**src/cpd_pkg.sv**
```systemverilog
// Shared types and constants for the command packet deframer.
`default_nettype none

package cpd_pkg;

  localparam int PACKET_BYTES = 10;
  localparam int WIN_DEPTH    = PACKET_BYTES - 1;
  localparam int FILL_W       = $clog2(PACKET_BYTES);
  localparam int CFG_IDX_W    = 2;

  localparam logic [CFG_IDX_W-1:0] REG_HEAD_A  = 2'd0;
  localparam logic [CFG_IDX_W-1:0] REG_HEAD_B  = 2'd1;
  localparam logic [CFG_IDX_W-1:0] REG_HOST_ID = 2'd2;

  localparam logic [7:0] HOST_ID_RST = 8'd105;

  typedef enum logic [1:0] {
    KIND_CMD = 2'd0,
    KIND_ACK = 2'd1,
    KIND_NAK = 2'd2
  } kind_e;

  typedef struct packed {
    logic [7:0] head_a;
    logic [7:0] head_b;
    logic [7:0] host_id;
  } cfg_t;

  typedef struct packed {
    logic        emit;
    kind_e       kind;
    logic [7:0]  dest;
    logic [7:0]  code;
    logic [31:0] data;
    logic [7:0]  src;
  } res_t;

endpackage

`default_nettype wire

```
**src/command_packet_deframer.sv**
```systemverilog
// Top level of the command packet deframer.
//
// Usage: receive bytes enter on the input channel (in_vld_i, rx_byte_i,
// in_stall_o), one beat per byte. A sliding window of the last ten bytes
// is checked as a command packet; each good packet leaves as one beat on
// the output channel (out_vld_o, out_stall_i and the decoded fields).
// A byte is registered on acceptance and checked from the input register; a
// good packet is presented from the result register. Throughput is one byte
// per cycle while in_stall_o is low, set by the single window check stage
// between the input and result registers. When the receiver stalls, the
// result register holds its beat; bytes that complete no packet keep flowing,
// and the input stalls only when a byte would complete a packet while the
// result register is still occupied. Reset empties the window and both
// registers; head bytes reset to zero and the host id to 105. Configuration
// writes go through cfg_we_i, cfg_idx_i and cfg_wdata_i; the user must make
// them only while the block is idle, as the block has no check for it.
`default_nettype none

module command_packet_deframer
  import cpd_pkg::*;
(
  input  wire logic                 clk_i,
  input  wire logic                 rst_ni,
  input  wire logic                 cfg_we_i,
  input  wire logic [CFG_IDX_W-1:0] cfg_idx_i,
  input  wire logic [7:0]           cfg_wdata_i,
  input  wire logic                 in_vld_i,
  output logic                      in_stall_o,
  input  wire logic [7:0]           rx_byte_i,
  output logic                      out_vld_o,
  input  wire logic                 out_stall_i,
  output logic [1:0]                packet_kind_o,
  output logic [7:0]                dest_id_o,
  output logic [7:0]                command_code_o,
  output logic [31:0]               data_word_o,
  output logic [7:0]                source_id_o
);

  cfg_t       cfg;
  res_t       res;
  logic       in_vld_q, in_vld_d;
  logic [7:0] in_byte_q;
  logic       out_vld_q, out_vld_d;
  res_t       out_q;
  logic       out_free, step, in_acc, out_load;

  cpd_cfg u_cfg (
    .clk_i       (clk_i),
    .rst_ni      (rst_ni),
    .cfg_we_i    (cfg_we_i),
    .cfg_idx_i   (cfg_idx_i),
    .cfg_wdata_i (cfg_wdata_i),
    .cfg_o       (cfg)
  );

  cpd_window u_window (
    .clk_i  (clk_i),
    .rst_ni (rst_ni),
    .cfg_i  (cfg),
    .byte_i (in_byte_q),
    .step_i (step),
    .res_o  (res)
  );

  assign out_free   = !out_vld_q || !out_stall_i;
  assign step       = in_vld_q && (!res.emit || out_free);
  assign in_stall_o = in_vld_q && !step;
  assign in_acc     = in_vld_i && !in_stall_o;
  assign out_load   = step && res.emit;

  always_comb begin
    in_vld_d = in_vld_q;
    if (in_acc) begin
      in_vld_d = 1'b1;
    end else if (step) begin
      in_vld_d = 1'b0;
    end
  end

  assign out_vld_d = out_load || (out_vld_q && out_stall_i);

  always_ff @(posedge clk_i or negedge rst_ni) begin
    if (!rst_ni) begin
      in_vld_q  <= 1'b0;
      out_vld_q <= 1'b0;
    end else begin
      in_vld_q  <= in_vld_d;
      out_vld_q <= out_vld_d;
    end
  end

  always_ff @(posedge clk_i) begin
    if (in_acc) begin
      in_byte_q <= rx_byte_i;
    end
    if (out_load) begin
      out_q <= res;
    end
  end

  assign out_vld_o      = out_vld_q;
  assign packet_kind_o  = 2'(out_q.kind);
  assign dest_id_o      = out_q.dest;
  assign command_code_o = out_q.code;
  assign data_word_o    = out_q.data;
  assign source_id_o    = out_q.src;

  a_no_overwrite: assert property (@(posedge clk_i) disable iff (!rst_ni)
    (out_vld_q && out_stall_i) |-> !out_load)
    else $error("held result overwritten");

  a_stall_cause: assert property (@(posedge clk_i) disable iff (!rst_ni)
    in_stall_o |-> (res.emit && out_vld_q && out_stall_i))
    else $error("input stalled without a blocked result");

  a_load_shows: assert property (@(posedge clk_i) disable iff (!rst_ni)
    out_load |=> out_vld_o)
    else $error("loaded result not presented");

endmodule

`default_nettype wire

```
**src/cpd_cfg.sv**
```systemverilog
// Configuration registers: head bytes and host id.
`default_nettype none

module cpd_cfg
  import cpd_pkg::*;
(
  input  wire logic                 clk_i,
  input  wire logic                 rst_ni,
  input  wire logic                 cfg_we_i,
  input  wire logic [CFG_IDX_W-1:0] cfg_idx_i,
  input  wire logic [7:0]           cfg_wdata_i,
  output cfg_t                      cfg_o
);

  cfg_t cfg_q, cfg_d;

  always_comb begin
    cfg_d = cfg_q;
    if (cfg_we_i) begin
      case (cfg_idx_i)
        REG_HEAD_A:  cfg_d.head_a  = cfg_wdata_i;
        REG_HEAD_B:  cfg_d.head_b  = cfg_wdata_i;
        REG_HOST_ID: cfg_d.host_id = cfg_wdata_i;
        default:     cfg_d = cfg_q;
      endcase
    end
  end

  always_ff @(posedge clk_i or negedge rst_ni) begin
    if (!rst_ni) begin
      cfg_q.head_a  <= '0;
      cfg_q.head_b  <= '0;
      cfg_q.host_id <= HOST_ID_RST;
    end else begin
      cfg_q <= cfg_d;
    end
  end

  assign cfg_o = cfg_q;

endmodule

`default_nettype wire

```
**src/cpd_window.sv**
```systemverilog
// Sliding byte window with packet check and window update.
`default_nettype none

module cpd_window
  import cpd_pkg::*;
(
  input  wire logic       clk_i,
  input  wire logic       rst_ni,
  input  wire cfg_t       cfg_i,
  input  wire logic [7:0] byte_i,
  input  wire logic       step_i,
  output res_t            res_o
);

  logic [7:0]        win_q [WIN_DEPTH];
  logic [FILL_W-1:0] fill_q, fill_d;
  logic              full;
  logic [7:0]        sum;
  logic              dest_ok, hdr_cmd, hdr_rep, pkt_ok;

  assign full = (fill_q == FILL_W'(WIN_DEPTH));

  // full window is win_q[0..8] plus the incoming byte as checksum
  always_comb begin
    sum = '0;
    for (int i = 0; i < WIN_DEPTH; i++) begin
      sum = sum + win_q[i];
    end
  end

  assign dest_ok = (win_q[2] == 8'd0) || (win_q[2] == cfg_i.host_id);
  assign hdr_cmd = (win_q[0] == cfg_i.head_a) && (win_q[1] == cfg_i.head_b);
  assign hdr_rep = (win_q[0] != cfg_i.head_a) && (win_q[0] == cfg_i.head_b)
                && (win_q[1] == cfg_i.head_a);
  assign pkt_ok  = full && dest_ok && (hdr_cmd || hdr_rep) && (sum == byte_i);

  always_comb begin
    res_o.emit = pkt_ok;
    if (hdr_cmd) begin
      res_o.kind = KIND_CMD;
    end else if (win_q[3] == 8'd0) begin
      res_o.kind = KIND_NAK;
    end else begin
      res_o.kind = KIND_ACK;
    end
    res_o.dest = win_q[2];
    res_o.code = win_q[3];
    res_o.data = {win_q[7], win_q[6], win_q[5], win_q[4]};
    res_o.src  = win_q[8];
  end

  always_comb begin
    fill_d = fill_q;
    if (step_i) begin
      if (!full) begin
        fill_d = fill_q + FILL_W'(1);
      end else if (pkt_ok) begin
        fill_d = '0;
      end
    end
  end

  always_ff @(posedge clk_i or negedge rst_ni) begin
    if (!rst_ni) begin
      fill_q <= '0;
    end else begin
      fill_q <= fill_d;
    end
  end

  // partial window: write byte at fill position; bad full window: drop oldest beat, append new one
  always_ff @(posedge clk_i) begin
    if (step_i) begin
      if (!full) begin
        for (int i = 0; i < WIN_DEPTH; i++) begin
          if (fill_q == FILL_W'(i)) begin
            win_q[i] <= byte_i;
          end
        end
      end else if (!pkt_ok) begin
        for (int i = 0; i < WIN_DEPTH - 1; i++) begin
          win_q[i] <= win_q[i+1];
        end
        win_q[WIN_DEPTH-1] <= byte_i;
      end
    end
  end

  a_fill_range: assert property (@(posedge clk_i) disable iff (!rst_ni)
    fill_q <= FILL_W'(WIN_DEPTH))
    else $error("window fill out of range");

  a_emit_full: assert property (@(posedge clk_i) disable iff (!rst_ni)
    res_o.emit |-> full)
    else $error("packet reported from a partial window");

  a_clear: assert property (@(posedge clk_i) disable iff (!rst_ni)
    (step_i && res_o.emit) |=> (fill_q == '0))
    else $error("window not cleared after packet");

  a_grow: assert property (@(posedge clk_i) disable iff (!rst_ni)
    (step_i && !full) |=> (fill_q == $past(fill_q) + FILL_W'(1)))
    else $error("window fill did not advance");

endmodule

`default_nettype wire
```
**config.mk**
```make
export PLATFORM = sky130hd
export DESIGN_NAME = command_packet_deframer
export DESIGN_NICKNAME = d
export VERILOG_FILES = /design/src/cpd_pkg.sv /design/src/command_packet_deframer.sv /design/src/cpd_cfg.sv /design/src/cpd_window.sv
export SDC_FILE = /design/constraint.sdc
export NUM_CORES = 1
export LEC_CHECK = 0
export ABC_AREA = 1
export BUFFER_PORTS_ARGS = -buffer_cell sky130_fd_sc_hd__buf_4
export CAP_MARGIN = 20
export CORE_MARGIN = 2
export CORE_UTILIZATION = 35
export CTS_BUF_LIST = sky130_fd_sc_hd__clkbuf_4 sky130_fd_sc_hd__clkbuf_8 sky130_fd_sc_hd__clkbuf_16
export DETAILED_ROUTE_END_ITERATION = 6
export SYNTH_ARGS = -nofsm -noshare
export SYNTH_HDL_FRONTEND = slang
export SYNTH_SLANG_ARGS = --single-unit
```
**constraint.sdc**
```tcl
create_clock -name clk_i -period 12.94 [get_ports clk_i]
set_input_delay 0.647 -clock clk_i [delete_from_list [all_inputs] [get_ports clk_i]]
set_output_delay 0.647 -clock clk_i [all_outputs]
set_load 0.005 [all_outputs]
```
==> results.cfg <==
[status]
status = completed

[sta]
slew_headroom_pct = 35.79
worstMarginPinSlew_ps = 963.2
setup_viol = 0
max_freq_mhz = 176.2
post-route-period-util_pct = 43.87
skew_ps = 10.03
fin_tns_setup_ps = 0
hold_ws_ps = 144.6
hold_viol = 0
rsz0062_at_grt = no
finalCriticalPeriod_ps = 5676
setup_slack_ps = 7264
report.final.slew_viol_count = 0

[pwr]
irDropWorstVdd_v = 0.0002541
leakage_nw = 4.380
powerDensity_nw_per_um2 = 236.6
total_power_mw = 2.371

[global_routing]
track_usage_pct = 14.94
grt_pass1_vias = 5286
antenna_found_initial = 0
grt_first_pass_wirelength_mm = 29.21
gr-total-overflow = 0
grt_max_degree = 73

[finish]
regArea_um2 = 4900
drive_gt1_share_pct = 16.17
areaGrowthSynthToFinish_pct = 18.32
num-fill-cells = 2268
antennaDiodeCount = 0
nets = 935
multiInputGateArea_um2 = 2869

[synthesis]
synthFlopType = edfxtp_1
syn_inst = 763
synthArstFlopShare_pct = 17.86
synth_nets = 839
syn-cell-area_um2 = 8469
synth_seq_cells = 168
synth-edff-count = 138
syn_avg_cell_area_um2 = 11.10
ys_warn_count = 0
seq_area_frac_synth_pct = 57.85
yosysUniqueCellTypes = 30

[clock_tree]
max-clock-path-buffers = 2
cts_tree = yes
cts-root-buf = clkbuf_16
cts_setup_buffers = 0
clock_sinks = 168
ctsHoldBuffers = 0
cts.clk_slew.worst_paths_ps = 70
h-tree-depth = 4
cts_resized = 0
insertion_delay_ps = 430
numCtsBuffers = 17

[drt]
wl_met3_um = 795
wl_met2_mm = 9.028
ant_nets = 0
drc = 0
drt_first_pass_iters = 6
wl_met1_mm = 8.305
vias = 5364
drtIter0Drc = 398
wirelength_mm = 18.30
routedWlPerCell_um = 15.37
highest_layer = met4
vias_per_cell = 4.504

[placement]
place.gp.congestion = 0.8157
dpl_worst_slack_ps = 7231
portBuffers = 82
hpwl_mm = 13.34

[worst_setup_path]
crit_type = reg -> reg
critPathMaxFanout = 72
crit_path_end_kind = register
worstPathRequired_ps = 13090
cp-start-kind = register
cp.arrival_ps = 5830

[die]
fp.coreArea_um2 = 23610
die_area_um2 = 25460
io_pins = 83
die_w_um = 159.6
fp.dieH_um = 159.6
initial_core_util_pct = 35.87
rows = 56

[job]
cap_violations = 0

[min_path]
worstHoldPathType = in -> async
-- routing by layer --
layer | vias to the layer above | track usage (%)
li1 | 2633 | -
met1 | 2597 | 20.44
met2 | 121 | 24.28
met3 | 13 | 3.412
met4 | 0 | 3.471
met5 | - | 0
-- synth_stat cells (4+ instances only) --
| cell | count | area, µm² |
|---|---|---|
| nor2_1 | 30 | 112.6 |
| nand4_1 | 8 | 50.05 |
| clkbuf_2 | 4 | 20.02 |
| inv_1 | 164 | 615.6 |
| a21oi_1 | 13 | 65.06 |
| nand3_1 | 20 | 100.1 |
| ha_1 | 8 | 100.1 |
| fa_1 | 45 | 900.9 |
| nand2_4 | 6 | 67.56 |
| dfrtp_1 | 26 | 650.6 |
| xor2_1 | 22 | 192.7 |
| xnor2_1 | 22 | 192.7 |
| nor4_1 | 4 | 25.02 |
| o21ai_1 | 5 | 25.02 |
| nand2_2 | 4 | 25.02 |
| o21ai_0 | 86 | 430.4 |
| dfstp_2 | 4 | 105.1 |
| edfxtp_1 | 138 | 4144 |
| nand2_1 | 137 | 514.2 |
-- critical path: stages, from the launching register on --
cell and delay, ps:
edfxtp_1 490, fa_1 560, inv_1 50, fa_1 470, fa_1 520, fa_1 420
inv_1 70, ha_1 180, inv_1 70, fa_1 480, o21ai_1 190, xor2_1 210
nand2_1 70, nand3_1 130, nor2_4 60, nand2_2 100, nand3_4 590, nand2_1 540
o21ai_0 150
-- layout by cell type (no fill, tap or decap), types with 2 or more instances in the layout --
| cell | n |
|---|---|
| inv_6 | 3 |
| dfrtp_1 | 26 |
| xnor2_1 | 22 |
| o21ai_0 | 86 |
| ha_1 | 8 |
| nor4_1 | 4 |
| buf_4 | 90 |
| clkinv_4 | 5 |
| nand2_2 | 4 |
| nor2_4 | 2 |
| edfxtp_1 | 138 |
| o21ai_1 | 5 |
| clkinv_1 | 2 |
| nand4_1 | 8 |
| inv_2 | 2 |
| a21oi_1 | 13 |
| fa_1 | 45 |
| nand3_1 | 20 |
| clkinv_2 | 2 |
| nand2_4 | 6 |
| inv_1 | 163 |
| clkbuf_16 | 17 |
| nand2_1 | 137 |
| xor2_1 | 22 |
| dfstp_2 | 4 |
| nor2_1 | 30 |
-- layout make-up --
cell class	instances	share of cell area, %
clock buffers	18	4.320
multi-input cells	417	28.63
flip-flops and latches	168	48.89
well taps	319	3.983
repair buffers	90	6.742
clock inverters	14	1.249
inverters	165	6.181
-- state kept, by name, summed over array words and instances, names as in the netlist, 2 cells and up --
register         flops
u_cfg.cfg_o         24
packet_kind_o        2
data_word_o         32
command_code_o       8
in_byte_q            8
source_id_o          8
u_window.win_q      72
u_window.fill_q      4
dest_id_o            8
-- worst paths after layout --
check                                       from                     to  slack [ps]  depth (start not counted)
min reg2reg                u_window.win_q[0][56]        data_word_o[24]         500                          0
min in group clk_i                  rx_byte_i[0]           in_byte_q[0]         390                          1
max reg2reg                u_window.win_q[0][18]  u_window.win_q[0][32]        7260                         18
max in group asynchronous                 rst_ni         u_cfg.cfg_o[6]       12470                          1
max                        u_window.win_q[0][18]  u_window.win_q[0][32]        7260                         18
min                                       rst_ni         u_cfg.cfg_o[8]         140                          1
-- metrics by stage --
step           util (%)  cell area [µm²]  cells
6_report          42.44            10020   1191
2_1_floorplan         -             8469    763
3_3_place_gp      39.95             9433   1155
5_1_grt           42.44            10020   1191
4_1_cts           42.34             9998   1188
3_5_place_dp      39.98             9440   1156
-- where the power goes --
part	internal, mW	switching [mW]
Clock	0.268	0.221
Sequential	0.661	0.0689
Combinational	0.488	0.665
Total	1.42	0.954
-- kinds of logic after synthesis --
| family | after synthesis | share of synthesized area [%] |
|---|---|---|
| and+or+nand+nor | 215 | 11.26 |
| buffers and inverters | 178 | 8.273 |
| DFF | 168 | 57.85 |
| AOI/OAI and AO/OA | 105 | 6.249 |
| adders and majority gates | 53 | 11.82 |
| xor gates and xnor gates | 44 | 4.550 |
(Power assumes the default switching activity.)
